==> src/rtl/md5_pkg.sv <==
// ----------------------------------------------------------------------------
// MD5 compression package
// Shared types, constant tables and helper functions for the MD5 block
// compression controller and datapath.
// ----------------------------------------------------------------------------
package md5_pkg;

	localparam int unsigned WordW  = 32;
	localparam int unsigned StepW  = 6;
	localparam int unsigned AddrW  = 4;

	typedef logic [WordW-1:0] word_t;
	typedef logic [StepW-1:0] step_t;
	typedef logic [AddrW-1:0] addr_t;

	typedef enum logic [2:0] {
		S_IDLE,
		S_PREP,
		S_ROUND,
		S_UPDATE,
		S_EMIT
	} state_t;

	// Commands from the controller to the datapath.
	typedef struct packed {
		logic        seed;      // reload the chaining value with the seed
		logic        wr_en;     // write an accepted word into the block buffer
		addr_t       wr_addr;
		logic        prep;      // load working words, prefetch step 0 operand
		logic        round_en;  // run one compression step
		step_t       step;
		logic        update;    // fold working words into the chaining value
		logic [1:0]  out_idx;
	} md5_cmd_t;

	localparam word_t SEED [0:3] = '{
		32'h67452301, 32'hefcdab89, 32'h98badcfe, 32'h10325476
	};

	localparam word_t SINE_K [0:63] = '{
		32'hd76aa478, 32'he8c7b756, 32'h242070db, 32'hc1bdceee,
		32'hf57c0faf, 32'h4787c62a, 32'ha8304613, 32'hfd469501,
		32'h698098d8, 32'h8b44f7af, 32'hffff5bb1, 32'h895cd7be,
		32'h6b901122, 32'hfd987193, 32'ha679438e, 32'h49b40821,
		32'hf61e2562, 32'hc040b340, 32'h265e5a51, 32'he9b6c7aa,
		32'hd62f105d, 32'h02441453, 32'hd8a1e681, 32'he7d3fbc8,
		32'h21e1cde6, 32'hc33707d6, 32'hf4d50d87, 32'h455a14ed,
		32'ha9e3e905, 32'hfcefa3f8, 32'h676f02d9, 32'h8d2a4c8a,
		32'hfffa3942, 32'h8771f681, 32'h6d9d6122, 32'hfde5380c,
		32'ha4beea44, 32'h4bdecfa9, 32'hf6bb4b60, 32'hbebfbc70,
		32'h289b7ec6, 32'heaa127fa, 32'hd4ef3085, 32'h04881d05,
		32'hd9d4d039, 32'he6db99e5, 32'h1fa27cf8, 32'hc4ac5665,
		32'hf4292244, 32'h432aff97, 32'hab9423a7, 32'hfc93a039,
		32'h655b59c3, 32'h8f0ccc92, 32'hffeff47d, 32'h85845dd1,
		32'h6fa87e4f, 32'hfe2ce6e0, 32'ha3014314, 32'h4e0811a1,
		32'hf7537e82, 32'hbd3af235, 32'h2ad7d2bb, 32'heb86d391
	};

	localparam logic [4:0] ROT_AMT [0:15] = '{
		5'd7, 5'd12, 5'd17, 5'd22, 5'd5, 5'd9, 5'd14, 5'd20,
		5'd4, 5'd11, 5'd16, 5'd23, 5'd6, 5'd10, 5'd15, 5'd21
	};

	// Message word index used by a given step.
	function automatic addr_t msg_index(input step_t k);
		addr_t j;
		addr_t r;
		j = k[3:0];
		case (k[5:4])
			2'd0:    r = j;
			2'd1:    r = addr_t'(j * 4'd5 + 4'd1);
			2'd2:    r = addr_t'(j * 4'd3 + 4'd5);
			2'd3:    r = addr_t'(j * 4'd7);
			default: r = j;
		endcase
		return r;
	endfunction

	function automatic word_t rotl(input word_t x, input logic [4:0] n);
		logic [2*WordW-1:0] t;
		t = {x, x} << n;
		return t[2*WordW-1:WordW];
	endfunction

endpackage

==> src/rtl/md5_ctrl.sv <==
// ----------------------------------------------------------------------------
// MD5 controller
// Sequences word intake, the 64 compression steps, the chaining update and
// the four-word digest output.
// ----------------------------------------------------------------------------
module md5_ctrl (
	input  logic             clk,
	input  logic             arst_n,
	input  logic             start,
	input  logic             new_message,
	input  logic             final_block,
	output logic             busy,
	output logic             done,
	output logic [1:0]       word_index,
	output logic             last_word,
	output md5_pkg::md5_cmd_t cmd
);
	import md5_pkg::*;

	state_t     state_q, state_nx;
	addr_t      wcnt_q;
	step_t      step_q;
	logic [1:0] emit_q;
	logic       final_q;
	logic       accept;
	addr_t      addr;

	assign accept = start && (state_q == S_IDLE);
	// A new message restarts the block at word 0.
	assign addr   = new_message ? '0 : wcnt_q;

	always_comb begin
		state_nx = state_q;
		case (state_q)
			S_IDLE:   if (accept && addr == addr_t'(15)) state_nx = S_PREP;
			S_PREP:   state_nx = S_ROUND;
			S_ROUND:  if (step_q == step_t'(63)) state_nx = S_UPDATE;
			S_UPDATE: state_nx = final_q ? S_EMIT : S_IDLE;
			S_EMIT:   if (emit_q == 2'd3) state_nx = S_IDLE;
			default:  state_nx = S_IDLE;
		endcase
	end

	always_comb begin
		cmd          = '0;
		cmd.seed     = accept && new_message;
		cmd.wr_en    = accept;
		cmd.wr_addr  = addr;
		cmd.prep     = (state_q == S_PREP);
		cmd.round_en = (state_q == S_ROUND);
		cmd.step     = step_q;
		cmd.update   = (state_q == S_UPDATE);
		cmd.out_idx  = emit_q;
		busy         = (state_q != S_IDLE);
		done         = (state_q == S_EMIT);
		word_index   = emit_q;
		last_word    = (state_q == S_EMIT) && (emit_q == 2'd3);
	end

	always_ff @(posedge clk or negedge arst_n) begin
		if (!arst_n) begin
			state_q <= S_IDLE;
			wcnt_q  <= '0;
			step_q  <= '0;
			emit_q  <= '0;
			final_q <= 1'b0;
		end else begin
			state_q <= state_nx;
			if (accept) begin
				wcnt_q <= addr_t'(addr + 1'b1);
				if (addr == addr_t'(15)) final_q <= final_block;
			end
			if (state_q == S_ROUND) step_q <= step_t'(step_q + 1'b1);
			else step_q <= '0;
			if (state_q == S_EMIT) emit_q <= 2'(emit_q + 1'b1);
			else emit_q <= '0;
		end
	end

endmodule

==> src/rtl/md5_dp.sv <==
// ----------------------------------------------------------------------------
// MD5 datapath
// Block buffer, chaining value, working words and the one-step-per-cycle
// compression round logic.
// ----------------------------------------------------------------------------
module md5_dp (
	input  logic              clk,
	input  logic              arst_n,
	input  md5_pkg::md5_cmd_t cmd,
	input  md5_pkg::word_t    msg_word,
	output md5_pkg::word_t    digest_word
);
	import md5_pkg::*;

	word_t buf_q [0:15];
	word_t cv_q  [0:3];
	word_t a_q, b_q, c_q, d_q;
	word_t kw_q;
	word_t fn;
	word_t sum;
	step_t nxt_step;
	step_t pre_step;
	word_t kw_nx;

	always_comb begin
		case (cmd.step[5:4])
			2'd0:    fn = (b_q & c_q) | (~b_q & d_q);
			2'd1:    fn = (d_q & b_q) | (~d_q & c_q);
			2'd2:    fn = b_q ^ c_q ^ d_q;
			2'd3:    fn = c_q ^ (b_q | ~d_q);
			default: fn = '0;
		endcase
		sum      = fn + a_q + kw_q;
		// The constant plus message word is fetched one step ahead.
		nxt_step = step_t'(cmd.step + 1'b1);
		pre_step = cmd.prep ? '0 : nxt_step;
		kw_nx    = SINE_K[pre_step] + buf_q[msg_index(pre_step)];
	end

	always_ff @(posedge clk) begin
		if (cmd.wr_en) buf_q[cmd.wr_addr] <= msg_word;
		if (cmd.prep || cmd.round_en) kw_q <= kw_nx;
		if (cmd.prep) begin
			a_q <= cv_q[0];
			b_q <= cv_q[1];
			c_q <= cv_q[2];
			d_q <= cv_q[3];
		end else if (cmd.round_en) begin
			a_q <= d_q;
			d_q <= c_q;
			c_q <= b_q;
			b_q <= b_q + rotl(sum, ROT_AMT[{cmd.step[5:4], cmd.step[1:0]}]);
		end
	end

	always_ff @(posedge clk or negedge arst_n) begin
		if (!arst_n) begin
			for (int i = 0; i < 4; i++) cv_q[i] <= SEED[i];
		end else if (cmd.seed) begin
			for (int i = 0; i < 4; i++) cv_q[i] <= SEED[i];
		end else if (cmd.update) begin
			cv_q[0] <= cv_q[0] + a_q;
			cv_q[1] <= cv_q[1] + b_q;
			cv_q[2] <= cv_q[2] + c_q;
			cv_q[3] <= cv_q[3] + d_q;
		end
	end

	assign digest_word = cv_q[cmd.out_idx];

endmodule

==> src/rtl/md5_block_compression.sv <==
// ----------------------------------------------------------------------------
// MD5 block compression
// Streams a padded message in 32-bit words and returns the four digest words.
// ----------------------------------------------------------------------------
// A word is taken whenever start is high and busy is low. After the sixteenth
// word of a block, busy stays high for a setup step, 64 compression steps
// through the single shared round unit (one step per cycle), and a chaining
// update. On the final block busy then stays high while done marks digest
// words A to D, one per cycle, with last_word on D. These words cannot be held
// off and must be taken as they appear.
module md5_block_compression (
	input  logic                clk,
	input  logic                arst_n,
	input  logic                start,
	output logic                busy,
	input  md5_pkg::word_t      msg_word,
	input  logic                new_message,
	input  logic                final_block,
	output logic                done,
	output md5_pkg::word_t      digest_word,
	output logic [1:0]          word_index,
	output logic                last_word
);
	import md5_pkg::*;

	md5_cmd_t cmd;

	md5_ctrl u_ctrl (
		.clk         (clk),
		.arst_n      (arst_n),
		.start       (start),
		.new_message (new_message),
		.final_block (final_block),
		.busy        (busy),
		.done        (done),
		.word_index  (word_index),
		.last_word   (last_word),
		.cmd         (cmd)
	);

	md5_dp u_dp (
		.clk         (clk),
		.arst_n      (arst_n),
		.cmd         (cmd),
		.msg_word    (msg_word),
		.digest_word (digest_word)
	);

endmodule

==> config.mk <==
export PLATFORM = sky130hd
export DESIGN_NAME = md5_block_compression
export DESIGN_NICKNAME = d
export VERILOG_FILES = /design/src/rtl/md5_pkg.sv /design/src/rtl/md5_ctrl.sv /design/src/rtl/md5_dp.sv /design/src/rtl/md5_block_compression.sv
export SDC_FILE = /design/constraint.sdc
export NUM_CORES = 2
export LEC_CHECK = 0
export BUFFER_PORTS_ARGS = -buffer_cell sky130_fd_sc_hd__buf_2
export CORE_ASPECT_RATIO = 0.8
export CORE_MARGIN = 2
export CORE_UTILIZATION = 45
export CTS_CLUSTER_SIZE = 10
export DETAILED_ROUTE_END_ITERATION = 16
export HOLD_SLACK_MARGIN = 0.02
export SLEW_MARGIN = 20
export SYNTH_ARGS = -nofsm -noshare
export SYNTH_HDL_FRONTEND = slang
export SYNTH_SLANG_ARGS = --single-unit
==> constraint.sdc <==
create_clock -name clk -period 7.9 [get_ports clk]
set_input_delay 1.58 -clock clk [delete_from_list [all_inputs] [get_ports clk]]
set_output_delay 1.58 -clock clk [all_outputs]
set_load 0.005 [all_outputs]
# Word level (Yosys, flattened, before mapping)
# Memories as Yosys holds them, arrays and structs flattened.
# Cells that the tools add are included.
dict set report word_totals {
  reg_bits 304
  mem_bits_rw 512
  rom_bits 2128
  input_bits 37
  output_inout_bits 37
  wordCells 111
  mem_count 3
}
# memory words width read_ports rd_clocked_by_memory_dff write_ports line
set memory_table {}
lappend memory_table {{(name not given)} 64 32 1 0 0 md5_dp.sv:37} ;# kw_nx = SINE_K[pre_step] + buf_q[msg_index(pre_step)];
lappend memory_table {u_dp.buf_q 16 32 1 0 1 md5_dp.sv:15} ;# word_t buf_q [0:15];
lappend memory_table {{(name not given)} 16 5 1 0 0 md5_dp.sv:52} ;# b_q <= b_q + rotl(sum, ROT_AMT[{cmd.step[5:4], cmd.step[1:0]}]);
dict set report op_classes {
  addsub 13
  n_mul 3
  order_cmp 3
  n_eq_ne 16
  n_shift 1
  mux 30
  bitwise 15
  reduce_logical 13
}
# operator count
set ops {}
lappend ops {{$mux 32} 12}
lappend ops {{$add 32x32->32} 8}
lappend ops {{$mux 128} 2}
lappend ops {{$and 32x32->32} 4}
lappend ops {{$pmux 32 s4} 1}
lappend ops {{$or 32x32->32} 3}
lappend ops {{$xor 32x32->32} 3}
lappend ops {{$bmux 32 s2} 1}
lappend ops {{$not 32->32} 2}
lappend ops {{$shl 64x5->64} 1}
lappend ops {{$pmux 4 s4} 1}
lappend ops {{$pmux 3 s5} 1}
lappend ops {{$mux 3} 4}
lappend ops {{$mux 6} 2}
lappend ops {{$eq 2x2->1 const B} 5}
lappend ops {{$mux 5} 2}
lappend ops {{$add 4x1->4 const B} 2}
lappend ops {{$mul 4x3->4 const B} 2}
lappend ops {{$ge 7x7->1 const B} 1}
lappend ops {{$not 6->7} 1}
lappend ops {{$add 6x1->6 const B} 1}
lappend ops {{$eq 3x2->1 const B} 2}
lappend ops {{$eq 6x6->1 const B} 1}
lappend ops {{$ge 5x5->1 const B} 1}
lappend ops {{23 further kinds} 31}

# Longest topological paths before layout
dict set report logic_depth {
  word_depth 10
  depth_mapped 37
  mapped_depth_nobuf 34
}

# Cells and area by module
# From an unflattened synthesis, not the netlist that was laid out.
dict set report unflattened {
  cells_unflattened 4491
  area_unflattened_um2 50636.1
}
# mod n_inst cells_each area_per_inst_um2 seq_area_each_um2
set by_module_without_submodules {}
lappend by_module_without_submodules {md5_dp 1 4418 49837.8 23462.5}
lappend by_module_without_submodules {md5_ctrl 1 73 798.3 400.4}

# Worst setup path before layout
# Ideal clock, no wire load.
dict set report synth_path {
  path_type {register -> register}
  startpoint {register u_ctrl.step_q[4]}
  endpoint {register u_dp.b_q[30], data pin}
  setup_ps 265
  t_arrival_ps 8167
  required_time_ps 7635
  path_slack_ps -532
  stages_incl_launch_ff 35
  n_path_buf 5
  period_less_slack_ps 8432
  path_cell_list {dfrtp_1 buf_2 buf_1 clkbuf_1 clkbuf_1 o21ai_0 fa_1 inv_1 ha_1 fa_1 a211oi_1 o211ai_2 and4_1 buf_4 or3b_2 a21oi_1 xor2_1 o211ai_1 o21a_1 mux2_2 mux2i_1 mux2i_1 ha_1 fa_1 a21o_1 a21o_1 a21oi_1 o21ai_0 o31ai_1 o221ai_1 a211oi_1 o31ai_1 a2111oi_0 or4_1 nand3_1}
}
dict set report synth_via {
  elab_chain_len 8
  word_cells_on_any_way 15
  cone_classes {add/sub (3); eq/ne (3); shift (1); mux (5); bitwise (1); reduce/logical (1); memory (1)}
}
# element line
set synth_lines {}
lappend synth_lines {{from (decl)} md5_ctrl.sv:22} ;# step_t step_q;
lappend synth_lines {{from (signal assigned)} md5_ctrl.sv:73} ;# if (state_q == S_ROUND) step_q <= step_t'(step_q + 1'b1);
lappend synth_lines {{$eq 2x2->1, or another cell as far along} md5_dp.sv:26} ;# case (cmd.step[5:4])
lappend synth_lines {{$pmux 32 s4 or $mem_v2 16x5 (tied branches)} n/a}
lappend synth_lines {{$add 32x32->32 or $mux 5 (tied branches) (2 in series)} {md5_dp.sv:33, md5_dp.sv:52}}
lappend synth_lines {{$shl 64x5->64 (*)} md5_pkg.sv:81} ;# t = {x, x} << n;
lappend synth_lines {{$add 32x32->32 (*)} md5_dp.sv:52}
lappend synth_lines {{$mux 32 (*)} md5_dp.sv:48} ;# end else if (cmd.round_en) begin
lappend synth_lines {{$mux 32 (*)} md5_dp.sv:43} ;# if (cmd.prep) begin
lappend synth_lines {{to (signal assigned)} md5_dp.sv:45} ;# b_q <= cv_q[1];
lappend synth_lines {{to (signal assigned)} md5_dp.sv:52}
lappend synth_lines {{to (decl)} md5_dp.sv:17} ;# word_t a_q, b_q, c_q, d_q;
# Mark *: on every way between the ends. The rest lies on a longest branch, timed or not. The select of a mux whose other input is x is not followed.
# A chain may end at the register's enable or synchronous reset.

# Worst setup path after layout
dict set report layout_path {
  startpoint {register u_ctrl.step_q[4]}
  endpoint {register u_dp.b_q[28], data pin}
}
# The elaborated chain is that of the path after synthesis.

==> results.md <==
* Yosys top cell area share at 0.388
* Synth Area per Inst at 9.77 sq um
* Count of warnings emitted by yosys at 0
* Clk buf depth at 3
* Die ar. at 118000 sq um
* Num ports at 74
* CTS Sinks at 816
* Clk pwr share at 0.438
* Hold Crit Class: reg -> reg
* Die width at 384 microns
* CTS buffer count at 95
* EDFF count, synth at 672
* Number of routed nets with antenna violations at 0
* Crit-path slowest cell: fa_1
* Seq/Total Area, Yosys at 0.458
* P_leak at 24.1 nW
* Hold Crit Start: u_ctrl.word_index[0]
* Overflow after GRT at 0
* Row count at 111
* Critical Path Max Stage Delay at 500 ps
* Dominant cell type by area after synthesis: edfxtp_1
* DR pass1 iterations at 14
* GP Congestion at 0.967
* Fmax at 129 MHz
* Clock Pin Slew Worst Setup and Hold Paths at 60 ps
* Commonest non-fill, non-tap cell in the layout: nand2_1
* RSZ-0062 raised after global routing: yes
* Core footprint at 115000 sq um
* Critical Path Start: u_ctrl.step_q[4]
* Reg2Reg Depth at 34
* Fin crit period at 7750 ps
* Worst Tran Pin Value at 1380 ps
* CTS Hold Bufs at 0
* Total number of vias at 44139
* Synth Flop Type: edfxtp_1
* Htree depth at 3
* CTS tree: done
* Synth unique cells at 93
* Dpl hpwl at 121 mm
* Worst clock skew at 71.7 ps
* Max cap viols at 0
* Critical path type: reg -> reg
* Power density over the cells at 155 nW/um^2
* Ys async rst share at 0.176
* Sequential Power Share at 0.505
* Final Max Tran Viols at 0
* Hold EP: u_ctrl.word_index[0]
* Relative slew slack at 0.0697
* Reg2reg end: u_dp.b_q[28]
* Net Sw Power at 2.18 mW
* First-pass GRT wire length at 261 mm
* WL/cell at 24.3 microns
* Comb pwr share at 0.056
* Final WL at 175 mm
* Critical path arrival at 8170 ps
* Clk Latency, worst-skew pair at 730 ps
* Starting DRT DRC Count at 5106
* IO buf count at 73
* Post-synthesis register bit count at 816
* GRT Total Usage at 0.290
* Worst VDD drop at 0.000185 V
* Vias in the first global route at 40605
* Cell count after synthesis at 5327
* Most frequent cells in the layout: nand2_1 (914), edfxtp_1 (672), buf_4 (424)
* Root Buffer: clkbuf_16
* Die height at 308 microns
* Synth top area cells: edfxtp_1 (39%), ha_1 (6.8%), nand2_1 (6.6%), dfrtp_1 (3.8%), a21oi_1 (3.4%)
* Post-Syn Area at 52100 sq um
* Violated checks: design-rule violations
* FF-to-FF setup slack at 150 ps
* Final net count at 5990
* CP startpoint kind: flip-flop
* Share of cells above drive strength 1 at 0.159
* Post-route cell area at 60300 sq um
* Crit path required time at 8320 ps
* RR Startpoint: u_ctrl.step_q[4]
* Residual DRC at 2
* CP Max Fanout at 20
* Int Pwr at 7.18 mW
* Largest net degree at the start of global routing at 155
* Outcome: finished with violations
* Worst path most repeated cell: buf_4
* Routed vias/inst at 6.13
* Syn_nets at 5689
* CP Capture Type: flip-flop
* Final setup fails at 0
* Switching share of power at 0.233
* Initial Util at 0.454
* Tcrit/Tclk final at 0.981
* Antenna violations before repair at 8
* Synthesis-to-finish area growth at 15.8%
* Final hold violations at 0
* Setup TNS Final at 0 ps
* Hold path cells at 1
* Placed Instance Area at 56700 sq um
how the worst max path moves through the flow:
stage / endpoint / slack [ps] / cells past startpoint
2_1_floorplan: u_dp.b_q[30] / 10 / 37
3_3_place_gp: u_dp.b_q[31] / -660 / 31
3_5_place_dp: u_dp.b_q[31] / -850 / 31
4_1_cts: u_dp.b_q[30] / 1 / 37
5_1_grt: u_dp.b_q[31] / -220 / 37
6_report: u_dp.b_q[28] / 150 / 34
registers in the layout, summed over array words and instances, names as in the netlist:
name and count:
u_dp.b_q 32, u_dp.kw_q 32, u_dp.c_q 32, u_dp.a_q 32, u_ctrl.final_q 1, u_ctrl.wcnt_q 4, u_ctrl.state_q 3, u_ctrl.step_q 6
u_ctrl.word_index 2, u_dp.cv_q 128, u_dp.d_q 32, u_dp.buf_q 512
metrics by stage:
stage	utilization	setup slack, ps	power [mW]	std cells	hold slack [ps]
detailed placement	0.495	-854	5.31	7040	466
floorplan	-	11.6	5.07	5327	446
global route	0.526	-215	9.64	7198	505
finish	0.526	148	9.36	7200	476
global placement	0.495	-656	5.31	7040	468
CTS	0.521	1.44	9.39	7191	476
cells by family (layout without fill, tap and decap cells):
group / count (synthesis) / after routing / synth area share
and+or+nand+nor: 1742 / 1742 / 0.147
muxes: 169 / 169 / 0.0418
AOI/OAI and AO/OA: 1539 / 1539 / 0.194
xor gates and xnor gates: 229 / 229 / 0.0385
adders and majority gates: 325 / 325 / 0.0840
other: 0 / 2 / 0
buffers and inverters: 507 / 853 / 0.0370
DFF: 816 / 816 / 0.458
power by group through the flow:
stage	logic [mW]	registers (mW)	clock network [mW]
after detailed placement	0.496	4.82	0
after global placement	0.491	4.82	0
after global routing	0.570	4.73	4.34
after floorplan	0.249	4.82	0
final	0.528	4.73	4.10
after CTS	0.503	4.73	4.16
cells in the mapped netlist (all sizes together) (19+ instances only):
library cell and count:
buf 50, o21a 40, mux2i 116, a311oi 67, a211oi 173, dfstp 64, xnor2 143, a31oi 106
o22ai 24, nand2b 56, a21oi 359, dfrtp 80, o31ai 25, inv 193, nor2 335, nand2 919
and3 34, and2 111, nor3 63, o21ai 320, ha 284, mux4 37, xor2 86, or3 19
edfxtp 672, a22oi 76, clkbuf 261, o211ai 42, o21bai 19, a21o 110, nand3 114, fa 41
nor2b 22
area by class of cell:
class,count,area [sq um]
repair buffers,515,3870
well taps,1525,1910
clock buffers,129,2590
inverters,196,736
multi-input cells,4004,27100
clock inverters,13,228
diodes,2,5.00
fillers,10425,54400
flip-flops and latches,816,23900
critical path, delay by kind of cell (launching register included):
family                   cells  cell delay (ps)
XOR/XNOR                     1              210
AO/OA/AOI/OAI               18             3730
flip-flops                   1              430
multiplexers                 2              370
buffers and inverters        6             1020
adder cells (fa/ha/maj)      3             1090
AND/OR/NAND/NOR              4              600
repair_timing:
item,4_1_cts,5_1_grt
gates resized for setup,33,105
setup buffers,9,8
endpoints found under the setup margin,14,13
cloned,0,0
pin swaps,15,42
layer usage:
metal / GRT usage / wire [microns] / vias to the layer above
met1: 0.456 / 84400 / 21769
met3: 0.0570 / 14900 / 249
li1: - / - / 20249
met4: 0.0614 / 3690 / 6
met5: 0 / 34 / -
met2: 0.406 / 71800 / 1866
Note: power is estimated with default switching activity, not from simulation.
